[src/utf8d_pkg.sv]
// Package for the UTF-8 stream decoder: byte classes, result types and the
// range check of the decode stage; used by the decode stage, the result queue and the top level.
// Depends on nothing.
package utf8d_pkg;

  localparam int unsigned CpWidth    = 21;
  localparam int unsigned CountWidth = 3;
  localparam int unsigned QueueDepth = 4;
  localparam int unsigned QueuePtrW  = $clog2(QueueDepth);

  localparam logic [CpWidth-1:0] ReplacementReset = 21'h00FFFD;
  localparam logic [CpWidth-1:0] SurrogateLo      = 21'h00D800;
  localparam logic [CpWidth-1:0] SurrogateHi      = 21'h00DFFF;
  localparam logic [CpWidth-1:0] MaxScalar        = 21'h10FFFF;

  // Class of a raw byte, taken from its prefix bits.
  typedef enum logic [2:0] {
    CLS_CONT = 3'd0,
    CLS_LEN1 = 3'd1,
    CLS_LEN2 = 3'd2,
    CLS_LEN3 = 3'd3,
    CLS_LEN4 = 3'd4,
    CLS_BAD  = 3'd5
  } byte_class_t;

  // One result as it leaves the decoder.
  typedef struct packed {
    logic [CpWidth-1:0]    code_point;
    logic [CountWidth-1:0] byte_count;
    logic                  malformed;
    logic                  last_result;
  } result_t;

  // Everything one input byte produces: up to two results.
  typedef struct packed {
    result_t    res0;
    result_t    res1;
    logic [1:0] num;
  } dec_out_t;

  function automatic byte_class_t byte_class(input logic [7:0] b);
    byte_class_t c;
    if (b[7:6] == 2'b10) c = CLS_CONT;
    else if (b[7] == 1'b0) c = CLS_LEN1;
    else if (b[7:5] == 3'b110) c = CLS_LEN2;
    else if (b[7:4] == 4'b1110) c = CLS_LEN3;
    else if (b[7:3] == 5'b11110) c = CLS_LEN4;
    else c = CLS_BAD;
    return c;
  endfunction

  // Shortest-form and scalar-range check for a multi-byte sequence.
  function automatic logic value_ok(input logic [CpWidth-1:0] v,
                                    input logic [CountWidth-1:0] len);
    logic [CpWidth-1:0] lo;
    logic [CpWidth-1:0] hi;
    case (len)
      3'd2: begin
        lo = 21'h000080;
        hi = 21'h0007FF;
      end
      3'd3: begin
        lo = 21'h000800;
        hi = 21'h00FFFF;
      end
      default: begin
        lo = 21'h010000;
        hi = MaxScalar;
      end
    endcase
    return (v >= lo) && (v <= hi) && !((v >= SurrogateLo) && (v <= SurrogateHi));
  endfunction

endpackage

[src/utf8d_decode.sv]
// Decode stage of the UTF-8 stream decoder: sequence state registers and the
// single-pass logic that turns one byte into zero, one or two results.
// Depends on utf8d_pkg.
module utf8d_decode (
  input  logic                                clk,
  input  logic                                rst,
  input  logic                                accept,
  input  logic [7:0]                          byte_value,
  input  logic                                final_byte,
  input  logic [utf8d_pkg::CpWidth-1:0]       replacement_code,
  output utf8d_pkg::dec_out_t                 dec
);
  import utf8d_pkg::*;

  logic [CpWidth-1:0]    partial_value;
  logic [CountWidth-1:0] expected_length;
  logic [CountWidth-1:0] bytes_seen;
  logic [CpWidth-1:0]    partial_value_next;
  logic [CountWidth-1:0] expected_length_next;
  logic [CountWidth-1:0] bytes_seen_next;

  byte_class_t           cls;
  result_t               idle_res;
  logic                  idle_emit;
  logic [CpWidth-1:0]    idle_pv;
  logic [CountWidth-1:0] idle_len;
  logic [CountWidth-1:0] idle_bs;
  logic [CpWidth-1:0]    pv_ext;
  logic [CountWidth-1:0] bs_inc;

  assign cls    = byte_class(byte_value);
  assign pv_ext = {partial_value[CpWidth-7:0], byte_value[5:0]};
  assign bs_inc = bytes_seen + 3'd1;

  // Handling of a byte when no sequence is open (state is all zero then).
  always_comb begin
    idle_res  = '{code_point: replacement_code, byte_count: 3'd1,
                  malformed: 1'b1, last_result: 1'b0};
    idle_emit = 1'b1;
    idle_pv   = '0;
    idle_len  = '0;
    idle_bs   = '0;
    unique case (cls) inside
      CLS_LEN1: begin
        idle_res.code_point = {14'd0, byte_value[6:0]};
        idle_res.malformed  = 1'b0;
      end
      CLS_LEN2, CLS_LEN3, CLS_LEN4: begin
        if (final_byte) begin
          idle_res.byte_count = 3'd0;
        end else begin
          idle_emit = 1'b0;
          idle_len  = cls;
          idle_bs   = 3'd1;
          if (cls == CLS_LEN2) idle_pv = {16'd0, byte_value[4:0]};
          else if (cls == CLS_LEN3) idle_pv = {17'd0, byte_value[3:0]};
          else idle_pv = {18'd0, byte_value[2:0]};
        end
      end
      default: begin
        // Stray continuation byte or an invalid lead byte.
      end
    endcase
  end

  always_comb begin
    dec                  = '0;
    partial_value_next   = '0;
    expected_length_next = '0;
    bytes_seen_next      = '0;
    if (expected_length == 3'd0) begin
      dec.res0             = idle_res;
      dec.num              = {1'b0, idle_emit};
      partial_value_next   = idle_pv;
      expected_length_next = idle_len;
      bytes_seen_next      = idle_bs;
    end else if (cls == CLS_CONT) begin
      if (bs_inc >= expected_length) begin
        dec.num = 2'd1;
        if (value_ok(pv_ext, expected_length)) begin
          dec.res0 = '{code_point: pv_ext, byte_count: expected_length,
                       malformed: 1'b0, last_result: 1'b0};
        end else begin
          dec.res0 = '{code_point: replacement_code, byte_count: expected_length,
                       malformed: 1'b1, last_result: 1'b0};
        end
      end else if (final_byte) begin
        dec.num  = 2'd1;
        dec.res0 = '{code_point: replacement_code, byte_count: 3'd0,
                     malformed: 1'b1, last_result: 1'b0};
      end else begin
        partial_value_next   = pv_ext;
        expected_length_next = expected_length;
        bytes_seen_next      = bs_inc;
      end
    end else begin
      // A non-continuation byte cuts the open sequence short, then starts afresh.
      dec.res0 = '{code_point: replacement_code, byte_count: bytes_seen,
                   malformed: 1'b1, last_result: 1'b0};
      dec.res1             = idle_res;
      dec.num              = idle_emit ? 2'd2 : 2'd1;
      partial_value_next   = idle_pv;
      expected_length_next = idle_len;
      bytes_seen_next      = idle_bs;
    end
    if (dec.num == 2'd1) dec.res0.last_result = 1'b1;
    if (dec.num == 2'd2) dec.res1.last_result = 1'b1;
  end

  always_ff @(posedge clk) begin
    if (rst) begin
      partial_value   <= '0;
      expected_length <= '0;
      bytes_seen      <= '0;
    end else if (accept) begin
      partial_value   <= partial_value_next;
      expected_length <= expected_length_next;
      bytes_seen      <= bytes_seen_next;
    end
  end

endmodule

[src/utf8d_result_queue.sv]
// Result queue of the UTF-8 stream decoder: a small register queue that takes
// up to two results per cycle and hands out one while out_ready is high. Depends on utf8d_pkg.
module utf8d_result_queue (
  input  logic                clk,
  input  logic                rst,
  input  logic                push,
  input  utf8d_pkg::dec_out_t dec,
  output logic                space_ok,
  output logic                out_valid,
  input  logic                out_ready,
  output utf8d_pkg::result_t  out_res
);
  import utf8d_pkg::*;

  result_t              entries [QueueDepth];
  logic [QueuePtrW-1:0] head;
  logic [QueuePtrW-1:0] tail;
  logic [QueuePtrW:0]   count;
  logic [QueuePtrW-1:0] tail_plus1;
  logic [1:0]           push_num;
  logic                 pop;

  assign tail_plus1 = tail + 1'b1;
  assign push_num   = push ? dec.num : 2'd0;
  assign pop        = out_valid && out_ready;
  assign out_valid  = (count != '0);
  assign out_res    = entries[head];
  // Room for the worst case of two results from the next byte.
  assign space_ok   = (count <= (QueuePtrW+1)'(QueueDepth - 2));

  always_ff @(posedge clk) begin
    if (push_num != 2'd0) entries[tail] <= dec.res0;
    if (push_num == 2'd2) entries[tail_plus1] <= dec.res1;
  end

  always_ff @(posedge clk) begin
    if (rst) begin
      head  <= '0;
      tail  <= '0;
      count <= '0;
    end else begin
      tail  <= tail + QueuePtrW'(push_num);
      if (pop) head <= head + 1'b1;
      count <= count + (QueuePtrW+1)'(push_num) - (QueuePtrW+1)'(pop);
    end
  end

endmodule

[src/utf8_stream_decoder.sv]
// UTF-8 stream decoder, top level. The results of an accepted byte are written
// into the registered result queue, from which they are taken. Throughput: one
// byte per cycle; the decode logic handles each byte in a single pass and the
// rate is set by the four-entry result queue, which holds input off while fewer
// than two entries are free. Reset (rst, synchronous) closes any open sequence,
// empties the queue and sets the replacement code to U+FFFD. Depends on utf8d_pkg.
module utf8_stream_decoder (
  input  logic        clk,
  input  logic        rst,
  // Configuration: replacement code point, written when cfg_we is high.
  input  logic        cfg_we,
  input  logic [20:0] cfg_wdata,
  // Input bytes.
  input  logic        s_tvalid,
  output logic        s_tready,
  input  logic [7:0]  s_tdata,   // [7:0] byte_value
  input  logic        s_tlast,   // final_byte
  // Decoded results.
  output logic        m_tvalid,
  input  logic        m_tready,
  output logic [23:0] m_tdata,   // [20:0] code_point, [23:21] byte_count
  output logic        m_tuser,   // malformed
  output logic        m_tlast    // last_result
);
  import utf8d_pkg::*;

  logic [CpWidth-1:0] replacement_code;
  logic               accept;
  dec_out_t           dec;
  result_t            out_res;

  // The user is to change the replacement code only while the decoder is idle;
  // the block itself does not enforce this. It feeds the decode logic directly.
  always_ff @(posedge clk) begin
    if (rst) begin
      replacement_code <= ReplacementReset;
    end else if (cfg_we) begin
      replacement_code <= cfg_wdata;
    end
  end

  // A byte transaction completes when the queue has room for two results, so
  // no byte is ever held back half-decoded.
  assign accept = s_tvalid && s_tready;

  utf8d_decode u_decode (
    .clk              (clk),
    .rst              (rst),
    .accept           (accept),
    .byte_value       (s_tdata),
    .final_byte       (s_tlast),
    .replacement_code (replacement_code),
    .dec              (dec)
  );

  // The queue decouples the two sides: bytes keep flowing while results wait
  // to be taken, as long as two entries are free.
  utf8d_result_queue u_queue (
    .clk       (clk),
    .rst       (rst),
    .push      (accept),
    .dec       (dec),
    .space_ok  (s_tready),
    .out_valid (m_tvalid),
    .out_ready (m_tready),
    .out_res   (out_res)
  );

  assign m_tdata = {out_res.byte_count, out_res.code_point};
  assign m_tuser = out_res.malformed;
  assign m_tlast = out_res.last_result;

  // Input is only held off while results are waiting in the queue.
  a_stall_needs_results: assert property (@(posedge clk) disable iff (rst)
    !s_tready |-> m_tvalid)
    else $error("input stalled with an empty result queue");

  // The queue comes out of reset empty.
  a_empty_after_reset: assert property (@(posedge clk)
    rst |=> !m_tvalid)
    else $error("result presented straight after reset");

  // A well-formed result always consumed at least one byte.
  a_good_has_bytes: assert property (@(posedge clk) disable iff (rst)
    (m_tvalid && !m_tuser) |-> (m_tdata[23:21] != 3'd0))
    else $error("well-formed result with a byte count of zero");

  // A sequence cut off at the final byte is the last result of its byte.
  a_cutoff_is_last: assert property (@(posedge clk) disable iff (rst)
    (m_tvalid && (m_tdata[23:21] == 3'd0)) |-> (m_tuser && m_tlast))
    else $error("cut-off result not marked malformed and last");

endmodule
[config.mk]
export PLATFORM = sky130hd
export DESIGN_NAME = utf8_stream_decoder
export DESIGN_NICKNAME = d
export VERILOG_FILES = /design/src/utf8d_pkg.sv /design/src/utf8d_decode.sv /design/src/utf8d_result_queue.sv /design/src/utf8_stream_decoder.sv
export SDC_FILE = /design/constraint.sdc
export NUM_CORES = 1
export LEC_CHECK = 0
export CAP_MARGIN = 10
export CORE_MARGIN = 1.5
export CORE_UTILIZATION = 45
export DETAILED_ROUTE_END_ITERATION = 10
export DONT_BUFFER_PORTS = 1
export SLEW_MARGIN = 40
export SYNTH_ARGS = -nofsm -noshare
export SYNTH_HDL_FRONTEND = slang
export SYNTH_SLANG_ARGS = --single-unit
[constraint.sdc]
create_clock -name clk -period 7.3 [get_ports clk]
set_input_delay 1.095 -clock clk [delete_from_list [all_inputs] [get_ports clk]]
set_output_delay 1.095 -clock clk [all_outputs]
set_load 0.02 [all_outputs]
-- Word-level counts from Yosys, hierarchy flattened
Memories as Yosys holds them, arrays and structs flattened. A register that Yosys moved wholly into a read port is not among the register bits.
Index checks and enable logic that the tools add are counted.
- memory bits (writable): 104
- input bits: 35
- memories: 1
- register bits: 49
- word-level logic and storage cells: 105
- memory list (name ; depth ; width ; rd ports ; clocked after Yosys merged registers in ; write ports ; line ; source):
    u_queue.entries ; 4 ; 26 ; 1 ; 1 ; 2 ; utf8d_result_queue.sv:15 ; result_t entries [QueueDepth];
- add/sub/neg operators: 6
- equal/unequal tests: 14
- reductions and logical operators: 12
- magnitude comparators: 6
- multiplexer cells: 59
- operator list (cell ; number):
    26-bit 2-to-1 mux ; 7
    21-bit 2-to-1 mux ; 7
    15-bit 2-to-1 mux ; 6
    3-bit 2-to-1 mux ; 16
    21-bit case mux with 2 select lines ; 1
    17-bit case mux with 2 select lines ; 1
    21-bit by 16-bit >= comparator with 1-bit output (second input constant) ; 1
    21-bit >= comparator ; 1
    21-bit by 16-bit <= comparator with 1-bit output (second input constant) ; 1
    21-bit <= comparator ; 1
    2-bit 2-to-1 mux ; 7
    3-bit by 2-bit == test with 1-bit output (second input constant) ; 4
    1-bit 2-to-1 mux ; 12
    2-bit == test (second input constant) ; 3
    3-bit == test (second input constant) ; 2
    3-bit logical NOT ; 2
    5-bit == test (second input constant) ; 1
    1-bit logical AND ; 5
    5-bit 2-to-1 mux ; 1
    2-bit by 1-bit adder with 2-bit output (second input constant) ; 2
    4-bit == test (second input constant) ; 1
    4-bit 2-to-1 mux ; 1
    4-bit by 3-bit inequality test with 1-bit output (second input constant) ; 1
    3-bit by 1-bit adder with 3-bit output (second input constant) ; 1
    12 further kinds ; 12

-- Longest topological paths before layout
- depth after elaboration: 17
- depth in mapped cells: 13

-- Modules after synthesis
From an unflattened synthesis, not the netlist that was laid out.
- cell total of the unflattened synthesis: 684
- area, all modules: 8464.4 sq um
- modules (own cells, without submodules) (module ; cells each ; area an instance (sq um) ; times used):
    utf8d_result_queue ; 309 ; 5500.3 ; 1
    utf8d_decode ; 306 ; 2167.1 ; 1
    utf8_stream_decoder ; 69 ; 797.0 ; 1

-- Least setup slack after synthesis
No wires, ideal clock.
- path type: input -> register
- from: input s_tdata[6]
- to: memory u_queue.entries[2][0] (netlist name), enable pin
- data required time: 6.919 ns
- stages on the path: 8
- setup time: 0.381 ns
- path slack: 3.989 ns
- data arrival time: 2.930 ns
- path through: clkbuf_1 > nand2b_1 > clkbuf_1 > nand2_1 > o211ai_1 > and2_0 > nand2_1 > nand2_1
- RTL lines (element ; line ; source):
    start, declared ; utf8_stream_decoder.sv:16 ; input logic [7:0] s_tdata,
    end, declared ; utf8d_result_queue.sv:15 ;

==> qor.yml <==
place:
  gp_congestion: 0.879
  dp.final_hpwl_mm: 16.2
  pre_cts_slack_ns: 3.41
  dp_cells: 1063
  postPlaceCellArea_sq_um: 8660
  portBuffers: 0
synthesis:
  yosysMostFrequentCell: "nand2_1"
  synthTopCellsByArea: "edfxtp_1, dfxtp_1, nand2_1"
  synth_warnings: 0
  async_flop_share_pct: 0
  synth-edff-count: 96
  synth_area_leader_cell: "edfxtp_1"
  syn_nets: 942
  synth_ff_type: "edfxtp_1"
  synth_cells: 889
  yosysSeqAreaShare_pct: 47.4
  avgSynthCellArea_sq_um: 9.64
  synth_common_cells: "nand2_1, edfxtp_1, o21ai_0"
  synth_top_area_share_pct: 33.6
  ys_ff_latch: 155
  synth.distinct_cells: 60
  netlist_area_sq_um: 8570
final_layout:
  regArea_sq_um: 4070
  drive_above_1_share_pct: 9.66
  layout.nets: 901
  fillers: 1701
  fin_cells: 1094
  multiInputGateArea_sq_um: 4180
  synthToLayoutAreaGrowth_pct: 7.43
  utilization_pct: 49.2
  final_area_sq_um: 9210
die:
  rows: 50
  pin_count: 63
  die_h_um: 141
  coreArea_sq_um: 18700
  initial_core_util_pct: 45.8
  dieArea_sq_um: 19900
  fp.dieW_um: 141
sta:
  min_period_ns: 3.98
  rsz0062_at_grt: "no"
  setup_violations: 0
  fin_crit_sh_pct: 54.5
  slew_violations: 0
  setup_tns_ns: 0
  hold_viol: 0
  clock_skew_ns: 0.0158
  fin_ws_ns: 3.32
  tightest_slew_ns: 0.872
  relSlewSlack_pct: 41.9
  hold_ws_ns: 0.474
  fmax_mhz: 251
job:
  drv_cap: 0
global_route:
  grt_usage_pct: 24.7
  antenna_found_initial: 0
  grt_max_degree: 56
  overflow: 0
  grt_pass1_vias: 6480
  grt_pass1_wl_mm: 37.2
setup_path:
  worstPathArrival_ns: 4.23
  criticalPathCategory: "reg -> reg"
  critPathRequiredTime_ns: 7.55
  cp-end-kind: "flip-flop"
  path_max_fanout: 55
  start_kind: "flip-flop"
cts:
  clk_pin_slew_ns: 0.06
  clock-root-buffer: "clkbuf_16"
  cts_tree: "done"
  clock-sinks: 155
  cts_hold_repair.buffers: 0
  post_cts_buffers: 0
  insertion_delay_ns: 0.43
  htreeDepth: 4
  cts_inserted_buffers: 17
  cts_buffer_depth: 2
  cts.repair.resized: 0
detailed_routing:
  wirelength_mm: 24.3
  first_iter_violations: 774
  wl_per_cell_um: 22.2
  drt_first_pass_iters: 7
  vias: 7017
  route.detailed.drc: 0
  ant_nets: 0
  vias_per_cell: 6.41
power:
  p_leak_nw: 3.04
  power_density_nw_per_um2: 280
  ir_worst_vdd_v: 0.000187
  p_total_mw: 2.58
outcome:
  status: "finished clean"
min_path:
  hp-class: "reg -> reg"
==> worst max-delay path, cell delays in order, from the launching register on <==
cell	delay, ns
dfxtp_1	0.37
inv_1	0.12
nor3_1	0.55
ha_1	0.37
a21o_1	0.16
a2111o_1	0.41
a221o_1	0.31
a32oi_2	0.33
and3_4	0.65
o22ai_1	0.23
o21ai_0	0.26
==> kinds of logic after synthesis <==
| logic type | count (synthesis) | synth area share (%) |
|---|---|---|
| and+or+nand+nor | 338 | 17.3 |
| xor gates and xnor gates | 8 | 0.818 |
| AOI/OAI and AO/OA | 246 | 19.0 |
| adders and majority gates | 18 | 2.72 |
| DFF | 155 | 47.4 |
| buffers and inverters | 83 | 4.12 |
| muxes | 41 | 8.69 |
==> metal layers <==
metal	wire, um	part of all wire [%]	global-route usage [%]	vias to the layer above
met5	0	0	0	-
met4	327	1.3	7.07	0
met3	2070	8.5	4.65	25
met2	11300	47	39.0	359
met1	10600	44	34.7	3403
li1	-	-	-	3230
==> sequential cells by signal (all words and copies together), names as in the netlist, named ones only <==
signal / cells
u_queue.entries: 104
u_decode.partial_value: 15
u_queue.tail: 2
u_queue.head: 2
replacement_code: 21
u_decode.expected_length: 3
u_queue.count: 3
u_decode.bytes_seen: 3
==> cell type report <==
cell class	instances	share of cell area (%)
Multi-Input combinational cell	651	45.4
Sequential cell	155	44.2
Clock buffer	20	4.74
Tap cell	234	3.18
Clock inverter	10	1.11
Timing Repair Buffer	10	0.815
Inverter	13	0.530
Antenna cell	1	0.0272
==> report_power, final <==
group	internal [mW]	total (mW)	leakage [nW]	switching, mW
clock network	0.494	0.832	0.262	0.339
registers	1.04	1.15	1.36	0.108
logic	0.218	0.601	1.41	0.382
==> worst paths after layout <==
check,from,end,slack (ns),cells after the start
worst min register to register,u_queue.entries[2][3],u_queue.entries[2][3],0.47,2
worst min-delay path,u_queue.entries[2][3],u_queue.entries[2][3],0.47,2
worst max-delay path,u_decode.expected_length[1],u_queue.entries[0][8],3.32,10
worst max register to register,u_decode.expected_length[1],u_queue.entries[0][8],3.32,10
==> placed cells by master (no fill, tap or decap), types with 3 or more instances in the layout <==
master and instances:
a21o_1 4, o21ai_0 96, xor2_1 4, a22oi_1 6, nor2_1 73, dfxtp_1 57, mux2i_1 8, ha_1 17
o211ai_1 3, clkbuf_1 3, buf_4 10, clkinv_2 3, o21ai_1 9, nand2_1 174, a32oi_1 49, a21oi_1 29
clkbuf_16 17, nand4_1 5, and2_0 3, edfxtp_1 96, nand3_1 16, and2_1 5, clkinv_1 3, nand2b_1 5
o22ai_1 20, nor3_1 9, xnor2_1 4, and3_1 3, a211o_1 15, inv_1 13, mux4_2 26, or3_1 4
mux2_2 7, nor2b_1 21, nor2_2 5
Power figures use the tool's default switching activity.
